<file path="src/pscb_pkg.sv">
// Shared types, constants and the divider step function for the pixel shade blend.
`default_nettype none

package pscb_pkg;

  localparam int unsigned CHANNELS_DEF   = 4;
  localparam int unsigned CH_W           = 8;
  localparam int unsigned PIX_W          = 32;
  localparam int unsigned PIX_CHANNELS   = PIX_W / CH_W;
  localparam int unsigned MODE_W         = 2;
  localparam int unsigned NUM_W          = 2 * CH_W;
  localparam int unsigned BITS_PER_STAGE = 2;
  localparam int unsigned DIV_STAGES     = NUM_W / BITS_PER_STAGE;

  typedef enum logic [MODE_W-1:0] {
    MODE_NONE     = 2'd0,
    MODE_SHADE    = 2'd1,
    MODE_SPECULAR = 2'd2,
    MODE_BOTH     = 2'd3
  } mode_e;

  // Per-stage load strobes and occupancy; index DIV_STAGES is the output register.
  typedef struct packed {
    logic [DIV_STAGES:0] load;
    logic [DIV_STAGES:0] valid;
  } pipe_ctl_t;

  typedef struct packed {
    logic            q;
    logic [CH_W-1:0] rem;
  } div_step_t;

  // One restoring division step: bring in the next dividend bit and subtract if it fits.
  function automatic div_step_t div_step(input logic [CH_W-1:0] rem,
                                         input logic            nb,
                                         input logic [CH_W-1:0] d);
    logic [CH_W:0] r2;
    logic [CH_W:0] diff;
    div_step_t     st;
    r2   = {rem, nb};
    diff = r2 - {1'b0, d};
    if (r2 >= {1'b0, d}) begin
      st.q   = 1'b1;
      st.rem = diff[CH_W-1:0];
    end else begin
      st.q   = 1'b0;
      st.rem = r2[CH_W-1:0];
    end
    return st;
  endfunction

endpackage

`default_nettype wire

</file>
<file path="src/pscb_channels.sv">
// Valid/ready channel interfaces for the pixel input word and the blended output word.
`default_nettype none

interface pscb_in_if;
  import pscb_pkg::*;
  logic              valid;
  logic              ready;
  logic [PIX_W-1:0]  pixel_in;
  logic [PIX_W-1:0]  shade_pixel;
  logic [MODE_W-1:0] mode;

  modport source (output valid, output pixel_in, output shade_pixel, output mode,
                  input ready);
  modport sink   (input valid, input pixel_in, input shade_pixel, input mode,
                  output ready);
endinterface

interface pscb_out_if;
  import pscb_pkg::*;
  logic             valid;
  logic             ready;
  logic [PIX_W-1:0] pixel_out;

  modport source (output valid, output pixel_out, input ready);
  modport sink   (input valid, input pixel_out, output ready);
endinterface

`default_nettype wire

</file>
<file path="src/pixel_channel_shade_blend.sv">
// Top level of the per-channel pixel shade/specular blend.
// Takes one word per clock while the output is not stalled and returns one blended
// pixel per word, in order, through eight divider stages and one output register.
// The pipeline depth is set by the specular divider in each channel lane,
// a restoring divider that resolves two of the sixteen quotient bits per stage.
// Every stage holds its own word, so the input keeps flowing while a finished pixel
// waits at the output until the pipeline is full. Mode 1 multiplies each channel by
// the shader channel and divides by 255; mode 2 computes channel*255/shader, keeps the
// low byte, and gives zero for a zero shader channel; modes 0 and 3 pass the pixel.
`default_nettype none

module pixel_channel_shade_blend
  import pscb_pkg::*;
#(
  parameter int unsigned CHANNELS = CHANNELS_DEF
) (
  input  logic       clk_i,
  input  logic       rst_ni,
  pscb_in_if.sink    in_i,
  pscb_out_if.source out_o
);

  pipe_ctl_t         ctl;
  logic              in_ready;
  logic              out_valid;
  logic [PIX_W-1:0]  side_pixel;
  logic [MODE_W-1:0] side_mode;
  logic [CH_W-1:0]   shade_q [CHANNELS];
  logic [CH_W-1:0]   spec_q  [CHANNELS];
  logic [PIX_W-1:0]  pixel_out;

  pscb_ctrl u_ctrl (
    .clk_i       (clk_i),
    .rst_ni      (rst_ni),
    .in_valid_i  (in_i.valid),
    .pixel_i     (in_i.pixel_in),
    .mode_i      (in_i.mode),
    .out_ready_i (out_o.ready),
    .in_ready_o  (in_ready),
    .out_valid_o (out_valid),
    .ctl_o       (ctl),
    .pixel_o     (side_pixel),
    .mode_o      (side_mode)
  );

  for (genvar i = 0; i < CHANNELS; i++) begin : g_lane
    logic [CH_W-1:0] chan;
    logic [CH_W-1:0] shd;
    // Channels beyond the 32-bit fields read as zero.
    if (i < PIX_CHANNELS) begin : g_in
      assign chan = in_i.pixel_in[i*CH_W +: CH_W];
      assign shd  = in_i.shade_pixel[i*CH_W +: CH_W];
    end else begin : g_zero
      assign chan = '0;
      assign shd  = '0;
    end

    pscb_lane u_lane (
      .clk_i     (clk_i),
      .ctl_i     (ctl),
      .chan_i    (chan),
      .shade_i   (shd),
      .shade_q_o (shade_q[i]),
      .spec_q_o  (spec_q[i])
    );
  end

  pscb_merge #(
    .CHANNELS (CHANNELS)
  ) u_merge (
    .clk_i     (clk_i),
    .ctl_i     (ctl),
    .pixel_i   (side_pixel),
    .mode_i    (side_mode),
    .shade_q_i (shade_q),
    .spec_q_i  (spec_q),
    .pixel_o   (pixel_out)
  );

  assign in_i.ready      = in_ready;
  assign out_o.valid     = out_valid;
  assign out_o.pixel_out = pixel_out;

endmodule

`default_nettype wire

</file>
<file path="src/pscb_ctrl.sv">
// Pipeline occupancy, ready chain and pixel/mode sideband for the blend pipeline.
`default_nettype none

module pscb_ctrl
  import pscb_pkg::*;
(
  input  logic              clk_i,
  input  logic              rst_ni,
  input  logic              in_valid_i,
  input  logic [PIX_W-1:0]  pixel_i,
  input  logic [MODE_W-1:0] mode_i,
  input  logic              out_ready_i,
  output logic              in_ready_o,
  output logic              out_valid_o,
  output pipe_ctl_t         ctl_o,
  output logic [PIX_W-1:0]  pixel_o,
  output logic [MODE_W-1:0] mode_o
);

  logic [DIV_STAGES:0]   valid_q, valid_d;
  logic [DIV_STAGES+1:0] rdy;
  logic [DIV_STAGES:0]   up_valid;
  logic [DIV_STAGES:0]   load;

  logic [PIX_W-1:0]  pix_q  [DIV_STAGES];
  logic [MODE_W-1:0] mode_q [DIV_STAGES];

  // A stage can take a new word when it is empty or its own word moves on.
  always_comb begin
    rdy[DIV_STAGES+1] = out_ready_i;
    for (int k = DIV_STAGES; k >= 0; k--) begin
      rdy[k] = !valid_q[k] || rdy[k+1];
    end
    up_valid = {valid_q[DIV_STAGES-1:0], in_valid_i};
    load     = rdy[DIV_STAGES:0] & up_valid;
    for (int k = 0; k <= DIV_STAGES; k++) begin
      valid_d[k] = rdy[k] ? up_valid[k] : valid_q[k];
    end
  end

  always_ff @(posedge clk_i or negedge rst_ni) begin
    if (!rst_ni) begin
      valid_q <= '0;
    end else begin
      valid_q <= valid_d;
    end
  end

  always_ff @(posedge clk_i) begin
    if (load[0]) begin
      pix_q[0]  <= pixel_i;
      mode_q[0] <= mode_i;
    end
    for (int k = 1; k < DIV_STAGES; k++) begin
      if (load[k]) begin
        pix_q[k]  <= pix_q[k-1];
        mode_q[k] <= mode_q[k-1];
      end
    end
  end

  assign in_ready_o  = rdy[0];
  assign out_valid_o = valid_q[DIV_STAGES];
  assign ctl_o.load  = load;
  assign ctl_o.valid = valid_q;
  assign pixel_o     = pix_q[DIV_STAGES-1];
  assign mode_o      = mode_q[DIV_STAGES-1];

  // Input back-pressure only happens when every stage holds a word.
  a_full_when_blocked: assert property (@(posedge clk_i) disable iff (!rst_ni)
    !rdy[0] |-> (&valid_q))
    else $error("input stalled while the pipeline has a free stage");

  // A stage that cannot hand its word on keeps it.
  a_no_word_lost: assert property (@(posedge clk_i) disable iff (!rst_ni)
    1'b1 |=> (($past(valid_q & ~rdy[DIV_STAGES+1:1]) & ~valid_q) == '0))
    else $error("a stalled stage dropped its word");

  // An accepted word occupies the first stage on the next cycle.
  a_accept_fills: assert property (@(posedge clk_i) disable iff (!rst_ni)
    (in_valid_i && rdy[0]) |=> valid_q[0])
    else $error("accepted word did not enter the first stage");

endmodule

`default_nettype wire

</file>
<file path="src/pscb_lane.sv">
// One channel lane: shade product and a pipelined restoring divider for specular.
`default_nettype none

module pscb_lane
  import pscb_pkg::*;
(
  input  logic            clk_i,
  input  pipe_ctl_t       ctl_i,
  input  logic [CH_W-1:0] chan_i,
  input  logic [CH_W-1:0] shade_i,
  output logic [CH_W-1:0] shade_q_o,
  output logic [CH_W-1:0] spec_q_o
);

  logic [NUM_W-1:0] num_q  [DIV_STAGES];
  logic [CH_W-1:0]  rem_q  [DIV_STAGES];
  logic [CH_W-1:0]  quo_q  [DIV_STAGES];
  logic [CH_W-1:0]  div_q  [DIV_STAGES];
  logic [NUM_W-1:0] prod_q [DIV_STAGES];

  logic [NUM_W-1:0] num_d  [DIV_STAGES];
  logic [CH_W-1:0]  rem_d  [DIV_STAGES];
  logic [CH_W-1:0]  quo_d  [DIV_STAGES];
  logic [CH_W-1:0]  div_d  [DIV_STAGES];
  logic [NUM_W-1:0] prod_d [DIV_STAGES];

  logic [NUM_W-1:0] prod_in;
  logic [NUM_W-1:0] num_in;

  // channel*255 is formed as channel*256 - channel.
  assign prod_in = NUM_W'(chan_i) * NUM_W'(shade_i);
  assign num_in  = {chan_i, {CH_W{1'b0}}} - NUM_W'(chan_i);

  for (genvar k = 0; k < DIV_STAGES; k++) begin : g_stage
    logic [NUM_W-1:0] num_s;
    logic [CH_W-1:0]  rem_s;
    logic [CH_W-1:0]  quo_s;
    logic [CH_W-1:0]  dv_s;
    logic [NUM_W-1:0] prod_s;

    if (k == 0) begin : g_first
      assign num_s  = num_in;
      assign rem_s  = '0;
      assign quo_s  = '0;
      assign dv_s   = shade_i;
      assign prod_s = prod_in;
    end else begin : g_next
      assign num_s  = num_q[k-1];
      assign rem_s  = rem_q[k-1];
      assign quo_s  = quo_q[k-1];
      assign dv_s   = div_q[k-1];
      assign prod_s = prod_q[k-1];
    end

    always_comb begin
      div_step_t        st;
      logic [NUM_W-1:0] num;
      logic [CH_W-1:0]  rem;
      logic [CH_W-1:0]  quo;
      logic [CH_W-1:0]  dv;
      num       = num_s;
      rem       = rem_s;
      quo       = quo_s;
      dv        = dv_s;
      prod_d[k] = prod_s;
      for (int b = 0; b < BITS_PER_STAGE; b++) begin
        st  = div_step(rem, num[NUM_W-1], dv);
        rem = st.rem;
        quo = {quo[CH_W-2:0], st.q};
        num = {num[NUM_W-2:0], 1'b0};
      end
      num_d[k] = num;
      rem_d[k] = rem;
      quo_d[k] = quo;
      div_d[k] = dv;
    end

    always_ff @(posedge clk_i) begin
      if (ctl_i.load[k]) begin
        num_q[k]  <= num_d[k];
        rem_q[k]  <= rem_d[k];
        quo_q[k]  <= quo_d[k];
        div_q[k]  <= div_d[k];
        prod_q[k] <= prod_d[k];
      end
    end
  end

  // Exact product/255 for every 8x8 product: (x + (x >> 8) + 1) >> 8.
  logic [NUM_W:0] shade_sum;
  assign shade_sum = {1'b0, prod_q[DIV_STAGES-1]}
                   + (NUM_W+1)'(prod_q[DIV_STAGES-1] >> CH_W)
                   + (NUM_W+1)'(1);
  assign shade_q_o = shade_sum[CH_W +: CH_W];

  // Only the low quotient byte survives; a zero shader channel gives zero.
  assign spec_q_o = (div_q[DIV_STAGES-1] == '0) ? '0 : quo_q[DIV_STAGES-1];

endmodule

`default_nettype wire

</file>
<file path="src/pscb_merge.sv">
// Merge stage: picks each lane's result by mode and registers the output word.
`default_nettype none

module pscb_merge
  import pscb_pkg::*;
#(
  parameter int unsigned CHANNELS = CHANNELS_DEF
) (
  input  logic              clk_i,
  input  pipe_ctl_t         ctl_i,
  input  logic [PIX_W-1:0]  pixel_i,
  input  logic [MODE_W-1:0] mode_i,
  input  logic [CH_W-1:0]   shade_q_i [CHANNELS],
  input  logic [CH_W-1:0]   spec_q_i  [CHANNELS],
  output logic [PIX_W-1:0]  pixel_o
);

  logic [PIX_W-1:0] blend;
  logic [PIX_W-1:0] pixel_d, pixel_q;

  // Bytes without a lane stay zero in the blending modes.
  for (genvar j = 0; j < PIX_CHANNELS; j++) begin : g_byte
    if (j < CHANNELS) begin : g_lane
      assign blend[j*CH_W +: CH_W] = (mode_e'(mode_i) == MODE_SHADE) ? shade_q_i[j]
                                                                     : spec_q_i[j];
    end else begin : g_empty
      assign blend[j*CH_W +: CH_W] = '0;
    end
  end

  always_comb begin
    case (mode_e'(mode_i))
      MODE_SHADE, MODE_SPECULAR: pixel_d = blend;
      MODE_NONE, MODE_BOTH:      pixel_d = pixel_i;
      default:                   pixel_d = pixel_i;
    endcase
  end

  always_ff @(posedge clk_i) begin
    if (ctl_i.load[DIV_STAGES]) begin
      pixel_q <= pixel_d;
    end
  end

  assign pixel_o = pixel_q;

endmodule

`default_nettype wire

</file>
<file path="src/flat_wrapper.sv">
// flat-port wrapper written by rule: the top's interface ports become plain ports
module pixel_channel_shade_blend_flat import pscb_pkg::*;
#(
  parameter int unsigned CHANNELS = CHANNELS_DEF
)
  (clk_i, rst_ni, in_i_valid, in_i_pixel_in, in_i_shade_pixel, in_i_mode, in_i_ready, out_o_valid, out_o_pixel_out, out_o_ready);
  pscb_in_if in_i_i ();
  pscb_out_if out_o_i ();
  input  logic clk_i;
  input  logic rst_ni;
  input wire logic [$bits(in_i_i.valid)-1:0] in_i_valid;
  input wire logic [$bits(in_i_i.pixel_in)-1:0] in_i_pixel_in;
  input wire logic [$bits(in_i_i.shade_pixel)-1:0] in_i_shade_pixel;
  input wire logic [$bits(in_i_i.mode)-1:0] in_i_mode;
  output wire logic [$bits(in_i_i.ready)-1:0] in_i_ready;
  output wire logic [$bits(out_o_i.valid)-1:0] out_o_valid;
  output wire logic [$bits(out_o_i.pixel_out)-1:0] out_o_pixel_out;
  input wire logic [$bits(out_o_i.ready)-1:0] out_o_ready;
  assign in_i_i.valid = in_i_valid;
  assign in_i_i.pixel_in = in_i_pixel_in;
  assign in_i_i.shade_pixel = in_i_shade_pixel;
  assign in_i_i.mode = in_i_mode;
  assign in_i_ready = in_i_i.ready;
  assign out_o_valid = out_o_i.valid;
  assign out_o_pixel_out = out_o_i.pixel_out;
  assign out_o_i.ready = out_o_ready;
  pixel_channel_shade_blend #(.CHANNELS(CHANNELS)) u_core (.clk_i(clk_i), .rst_ni(rst_ni), .in_i(in_i_i), .out_o(out_o_i));
endmodule
</file>
<file path="config.mk">
export PLATFORM = sky130hd
export DESIGN_NAME = pixel_channel_shade_blend_flat
export DESIGN_NICKNAME = d
export VERILOG_FILES = /design/src/pscb_pkg.sv /design/src/pscb_channels.sv /design/src/pixel_channel_shade_blend.sv /design/src/pscb_ctrl.sv /design/src/pscb_lane.sv /design/src/pscb_merge.sv /design/src/flat_wrapper.sv
export SDC_FILE = /design/constraint.sdc
export NUM_CORES = 2
export LEC_CHECK = 0
export ABC_CLOCK_PERIOD_IN_PS = 11600
export BUFFER_PORTS_ARGS = -buffer_cell sky130_fd_sc_hd__buf_2
export CAP_MARGIN = 15
export CELL_PAD_IN_SITES_DETAIL_PLACEMENT = 0
export CELL_PAD_IN_SITES_GLOBAL_PLACEMENT = 1
export CORE_UTILIZATION = 53
export DETAILED_ROUTE_END_ITERATION = 16
export PLACE_DENSITY_LB_ADDON = 0.1
export SYNTH_ARGS = -nofsm -noshare
export SYNTH_HDL_FRONTEND = slang
export SYNTH_SLANG_ARGS = --single-unit
</file>
<file path="constraint.sdc">
create_clock -name clk_i -period 11.6 [get_ports clk_i]
set_input_delay 1.74 -clock clk_i [delete_from_list [all_inputs] [get_ports clk_i]]
set_output_delay 1.74 -clock clk_i [all_outputs]
set_load 0.05 [all_outputs]
</file>
* Word-level counts from Yosys, hierarchy flattened
Memory sizes are Yosys's and may differ from the RTL's.
Cells that the tools add are included.
** Cells by class
- Add/subtract/negate cells :: 76
- Multipliers :: 4
- Order comparisons :: 64
- Equal/unequal tests :: 3
- Muxes and demuxes :: 89
- Bitwise gates (word level) :: 1
- Reductions and logical operators :: 25
** Operators by type and width (count)
- $mux W9 :: 64
- $ge A9 B8 Y1 :: 60
- $sub A8 B8 Y8 :: 60
- $add A16 B1 Y16 const B :: 4
- $add A16 B8 Y16 :: 4
- $mul A8 B8 Y16 :: 4
- $mux W8 :: 8
- $pmux W32 S2 :: 1
- $sub A16 B8 Y16 :: 4
- $ge A1 B8 Y1 :: 4
- $logic_not A8 Y1 :: 4
- $sub A1 B8 Y8 :: 4
- $mux W1 :: 16
- $and A9 B9 Y9 :: 1
- $logic_not A1 Y1 :: 9
- $logic_or A1 B1 Y1 :: 9
- $eq A2 B2 Y1 const B :: 2
- $reduce_or A2 Y1 :: 2
- $eq A2 B1 Y1 const B :: 1
- $logic_not A2 Y1 :: 1
** Storage, ports and cells
- Register bits :: 41
- Bits in writable memories :: 2000
- Input port bits :: 70
- Output and inout bits :: 34
- Word-level logic and storage cells :: 294
- Memories kept :: 22
** Memories
- u_core.u_ctrl.pix_q :: depth 8, bits a word 32, rd ports 8, clocked after Yosys merged registers in 0, write ports 8, RTL line pscb_ctrl.sv:25 : logic [PIX_W-1:0] pix_q [DIV_STAGES];
- u_core.g_lane[0].u_lane.prod_q :: depth 8, bits a word 16, rd ports 8, clocked after Yosys merged registers in 0, write ports 8, RTL line pscb_lane.sv:19 : logic [NUM_W-1:0] prod_q [DIV_STAGES];
- u_core.g_lane[1].u_lane.prod_q :: depth 8, bits a word 16, rd ports 8, clocked after Yosys merged registers in 0, write ports 8, RTL line pscb_lane.sv:19
- u_core.g_lane[2].u_lane.prod_q :: depth 8, bits a word 16, rd ports 8, clocked after Yosys merged registers in 0, write ports 8, RTL line pscb_lane.sv:19
- u_core.g_lane[3].u_lane.prod_q :: depth 8, bits a word 16, rd ports 8, clocked after Yosys merged registers in 0, write ports 8, RTL line pscb_lane.sv:19
- u_core.g_lane[0].u_lane.num_q :: depth 8, bits a word 14, rd ports 7, clocked after Yosys merged registers in 0, write ports 8, RTL line pscb_lane.sv:15 : logic [NUM_W-1:0] num_q [DIV_STAGES];
- +16 memories

* Longest topological paths before layout
- Depth in word-level cells :: 13
- Mapped depth :: 20
- Mapped depth without buffers :: 18

* Modules after synthesis
A second synthesis with hierarchy kept.
** Unflattened totals
- Cell total of the unflattened synthesis :: 6871
- Area, all modules :: 86728.2 um^2
** Modules (own cells, without submodules)
- pscb_lane (u_core.g_lane[3].u_lane) :: instances 1, cells each 1632, area an instance 19228.4 um^2, sequential area each 9729.3 um^2
- pscb_lane (u_core.g_lane[1].u_lane) :: instances 1, cells each 1604, area an instance 19119.6 um^2, sequential area each 9729.3 um^2
- pscb_lane (u_core.g_lane[0].u_lane) :: instances 1, cells each 1603, area an instance 19102.1 um^2, sequential area each 9729.3 um^2
- pscb_lane (u_core.g_lane[2].u_lane) :: instances 1, cells each 1543, area an instance 18690.4 um^2, sequential area each 9729.3 um^2
- pscb_ctrl :: instances 1, cells each 348, area an instance 8896.0 um^2, sequential area each 8393.0 um^2
- pscb_merge :: instances 1, cells each 141, area an instance 1691.6 um^2, sequential area each 960.9 um^2

* Worst setup path after synthesis
OpenSTA, ideal clock, no wires.
- Kind :: input to register
- Start point :: input port out_o_ready
- End point :: memory u_core.g_lane[0].u_lane.div_q[12][0], in the netlist u_core.g_lane[0].u_lane.div_q[3][0] (enable)
- Setup time :: 0.765 ns
- Arrival :: 10.752 ns
- Required time :: 10.835 ns
- Path slack :: 0.083 ns
- Stages :: 5
- Path buffers :: 0
- Cell sequence :: nor2b_1 > and3_1 > and3_1 > and2_1 > nor2b_1
** RTL lines
- start, declared :: RTL line flat_wrapper.sv:18 : input wire logic [$bits(out_o_i.ready)-1:0] out_o_ready;
- end, declared :: RTL line pscb_lane.sv:18 : logic [CH_W-1:0] div_q [DIV_STAGES];

==> out/qor.txt <==
Hold depth - 0
Via count - 47,400
Critical Path RT - 12.13 ns
Clk_lat worst skew - 0.78 ns
Area growth syn-to-layout - 10.2%
CTS tree - yes
1st-iter DRT viols - 2,479
Clock tree buffer depth - 3
FMAX - 171 MHz
Area leader, netlist - edfxtp_1
Setup TNS - 0 ns
Initial antenna violation count - 2
Post-synthesis register bit count - 1,581
Post-CTS Setup Repair Bufs - 0
Vias in the first global route - 47,900
Synthesized area per cell - 13.0 µm²
Final setup viols - 0
CP Capture Type - flop
Hold EP - u_core.g_lane[1].u_lane.quo_q[1][10]$_DFFE_PP_
Post-synth EDFFs - 1,572
Slew of the pin with the lowest slew margin - 1.14 ns
Initial Util - 0.537
Pleak - 36.4 nW
Fin. Hold Viols - 0
Core ar. - 155,000 µm²
Main synth FF type - edfxtp_1
GR Overflow Total - 0
Number of buffers created by CTS - 164
Root buf cell - clkbuf_16
Largest net degree at the start of global routing - 149
Post-synth cell types - 91
Die X-Extent - 398 µm
Max-slew violations - 0
Die height - 398 µm
Cell Area, Synth - 83,100 µm²
Crit-path max FO - 13
Hold Startpoint - u_core.g_lane[1].u_lane.quo_q[1][0]$_DFFE_PP_
Reg2reg end - u_core.g_lane[2].u_lane.rem_q[6][7]$_DFFE_PP_
Reg2reg setup slack - 5.76 ns
RSZ-0062 raised after global routing - false
First-pass GRT wire length - 245,000 µm
IO Port Bufs - 103
Mapped Cells - 6,371
Share of layout cells above drive strength 1 - 0.105
Design Area, Final - 91,600 µm²
WL/cell - 17.2 µm
Die Area - 158,000 µm²
FF-to-FF Start - u_core.g_lane[2].u_lane.div_q[1][9]$_DFFE_PP_
Final Core Density - 0.592
ANT nets after route - 0
I/O pins - 104
Relative slew margins - 0.239
Ys async rst share - 0.00569
Post-detailed-placement half-perimeter wirelength - 112,000 µm
Status - completed
Worst hold path type - reg2reg
Drt first pass iters - 5
Num rows - 144
CTS resizes - 0
Period utilization - 0.504
GRT Total Usage - 0.193
Maxcap violations - 0
Post-synthesis sequential area ratio - 0.571
Ys Warns - 0
Worst Path Arrival - 6.37 ns
Layout fillers - 12,300
PD cells - 297 nW/µm²
DR DRC count - 0
Startpoint types - flop
Setup WS pre-CTS - 5.10 ns
Tmin final - 5.84 ns
Final Skew - 0.0378 ns
Yosys top cell area share - 0.568
Largest vdd supply drop - 0.168 mV
Synth Net Count - 7,302
Clk slew on worst S/H paths - 0.06 ns
Via density - 5.42
Layout net count - 7,508
Setup ws final - 5.76 ns
H-tree depth - 4
FF-to-FF path depth - 17
Cts hold-fix bufs - 0
Total Routed Length - 151,000 µm
Largest cells by area after synthesis - edfxtp_1 (57%), ha_1 (10%), fa_1 (4.8%), mux2_2 (3.3%), inv_1 (3.1%)
Num Clock Sinks - 1,581
CP Class - reg2reg
Placer Congestion - 0.862
Placed cell areas - 86,100 µm²
==> worst max-delay path, stage by stage, from the launching register on <==
cell      delay (ns)
edfxtp_1        0.40
inv_1           0.19
ha_1            0.29
nor2b_1         0.16
o211ai_1        0.29
a21oi_1         0.15
a31oi_1         0.77
inv_1           0.46
nor2_1          0.19
a21oi_1         0.06
ha_1            0.35
a21o_1          0.20
a21oi_1         0.19
a21boi_0        0.17
o221ai_1        0.21
and4b_1         0.55
a21boi_1        0.54
mux2_2          0.40
==> sequential cells by signal (all words and copies together), names as in the netlist <==
register                     cells
u_core.g_lane.u_lane.div_q     256
u_core.g_lane.u_lane.num_q     199
u_core.g_lane.u_lane.prod_q    512
u_core.g_lane.u_lane.quo_q      80
u_core.g_lane.u_lane.rem_q     224
u_core.u_ctrl.mode_q            16
u_core.u_ctrl.pix_q            253
u_core.u_ctrl.valid_q            9
u_core.u_merge.pixel_o          32
==> placed cells by master, fill, tap and decap left out, types with 26 or more instances in the layout <==
master,netlist,routed
nand4_1,90,90
o31a_1,36,36
ha_1,661,660
nor2_1,343,342
nand2b_1,61,60
nand2_1,381,381
inv_1,677,677
clkbuf_16,0,165
and2_1,134,128
o21a_1,100,100
a21boi_0,30,30
a21o_1,116,116
nand3_1,56,56
a21oi_1,271,271
mux2i_1,65,65
nor2b_1,77,74
buf_4,0,26
o21ai_0,316,316
o21bai_1,50,50
a211oi_1,31,31
edfxtp_1,1572,1572
xnor2_1,217,217
o31ai_1,29,29
or2_2,39,39
mux2_2,242,242
o211ai_1,28,28
clkinv_1,4,28
clkbuf_1,87,28
buf_2,5,103
fa_1,200,200
xor2_1,90,90
nor3_1,47,47
and3_1,30,30
==> routing by layer <==
metal | track usage | up-vias | routed length, µm
li1 | - | 23700 | -
met1 | 0.255 | 22900 | 68900
met4 | 0.0579 | 0 | 3670
met3 | 0.0254 | 238 | 4410
met2 | 0.330 | 609 | 73800
met5 | 0 | - | 0
==> metrics by stage <==
step | hold WS, ns | std cells | power [mW]
2_1_floorplan | 0.400 | 6371 | 19.5
3_5_place_dp | 0.405 | 8455 | 22.1
6_report | 0.385 | 8755 | 27.2
5_1_grt | 0.384 | 8752 | 29.2
3_3_place_gp | 0.401 | 8455 | 21.9
4_1_cts | 0.384 | 8752 | 27.5
==> report_power, final <==
part,internal [mW],switching (mW)
clock,3.01,2.19
combinational,5.66,6.78
sequential,8.86,0.678
==> synthesized netlist by cell type (36+ instances only) <==
cell type / count
edfxtp_1: 1572
inv_1: 677
ha_1: 661
nand2_1: 381
nor2_1: 343
o21ai_0: 316
a21oi_1: 271
mux2_2: 242
xnor2_1: 217
fa_1: 200
and2_1: 134
a21o_1: 116
o21a_1: 100
nand4_1: 90
xor2_1: 90
clkbuf_1: 87
nor2b_1: 77
mux2i_1: 65
nand2b_1: 61
nand3_1: 56
o21bai_1: 50
nor3_1: 47
or2_2: 39
o31a_1: 36
==> cell type report <==
class | count | area (µm²) | area share
flip-flops and latches | 1581 | 47400 | 0.518
multi-input cells | 4016 | 32800 | 0.358
inverters | 681 | 2560 | 0.0279
well taps | 2044 | 2560 | 0.0279
clock buffers | 193 | 4230 | 0.0462
diodes | 3 | 7.51 | 0.0000820
repair buffers | 133 | 791 | 0.00863
clock inverters | 104 | 1200 | 0.0131
==> worst max path at each step <==
stage                                                       start                                               to
floorplan                                             out_o_ready    u_core.g_lane[0].u_lane.div_q[3][0]$_DFFE_PP_
global placement                                in_i_pixel_in[12]  u_core.g_lane[1].u_lane.prod_q[0][15]$_DFFE_PP_
detailed placement                           in_i_shade_pixel[23]  u_core.g_lane[2].u_lane.prod_q[0][15]$_DFFE_PP_
CTS                 u_core.g_lane[2].u_lane.div_q[1][9]$_DFFE_PP_    u_core.g_lane[2].u_lane.rem_q[6][7]$_DFFE_PP_
global route        u_core.g_lane[2].u_lane.div_q[1][9]$_DFFE_PP_    u_core.g_lane[2].u_lane.rem_q[6][7]$_DFFE_PP_
finish              u_core.g_lane[2].u_lane.div_q[1][9]$_DFFE_PP_    u_core.g_lane[2].u_lane.rem_q[6][7]$_DFFE_PP_
==> logic make-up (layout without fill, tap and decap cells) <==
family          Yosys count  after routing  synth area share
flops                  1581           1581             0.571
simple gates           1346           1346            0.0798
compound gates         1194           1194            0.0936
fa+ha+maj               861            861             0.148
buf+inv                 774           1111            0.0351
mux                     308            308            0.0408
xor+xnor                307            307            0.0324
other cells               0              3                 0
No activity file was read; power rests on OpenSTA's default activity.
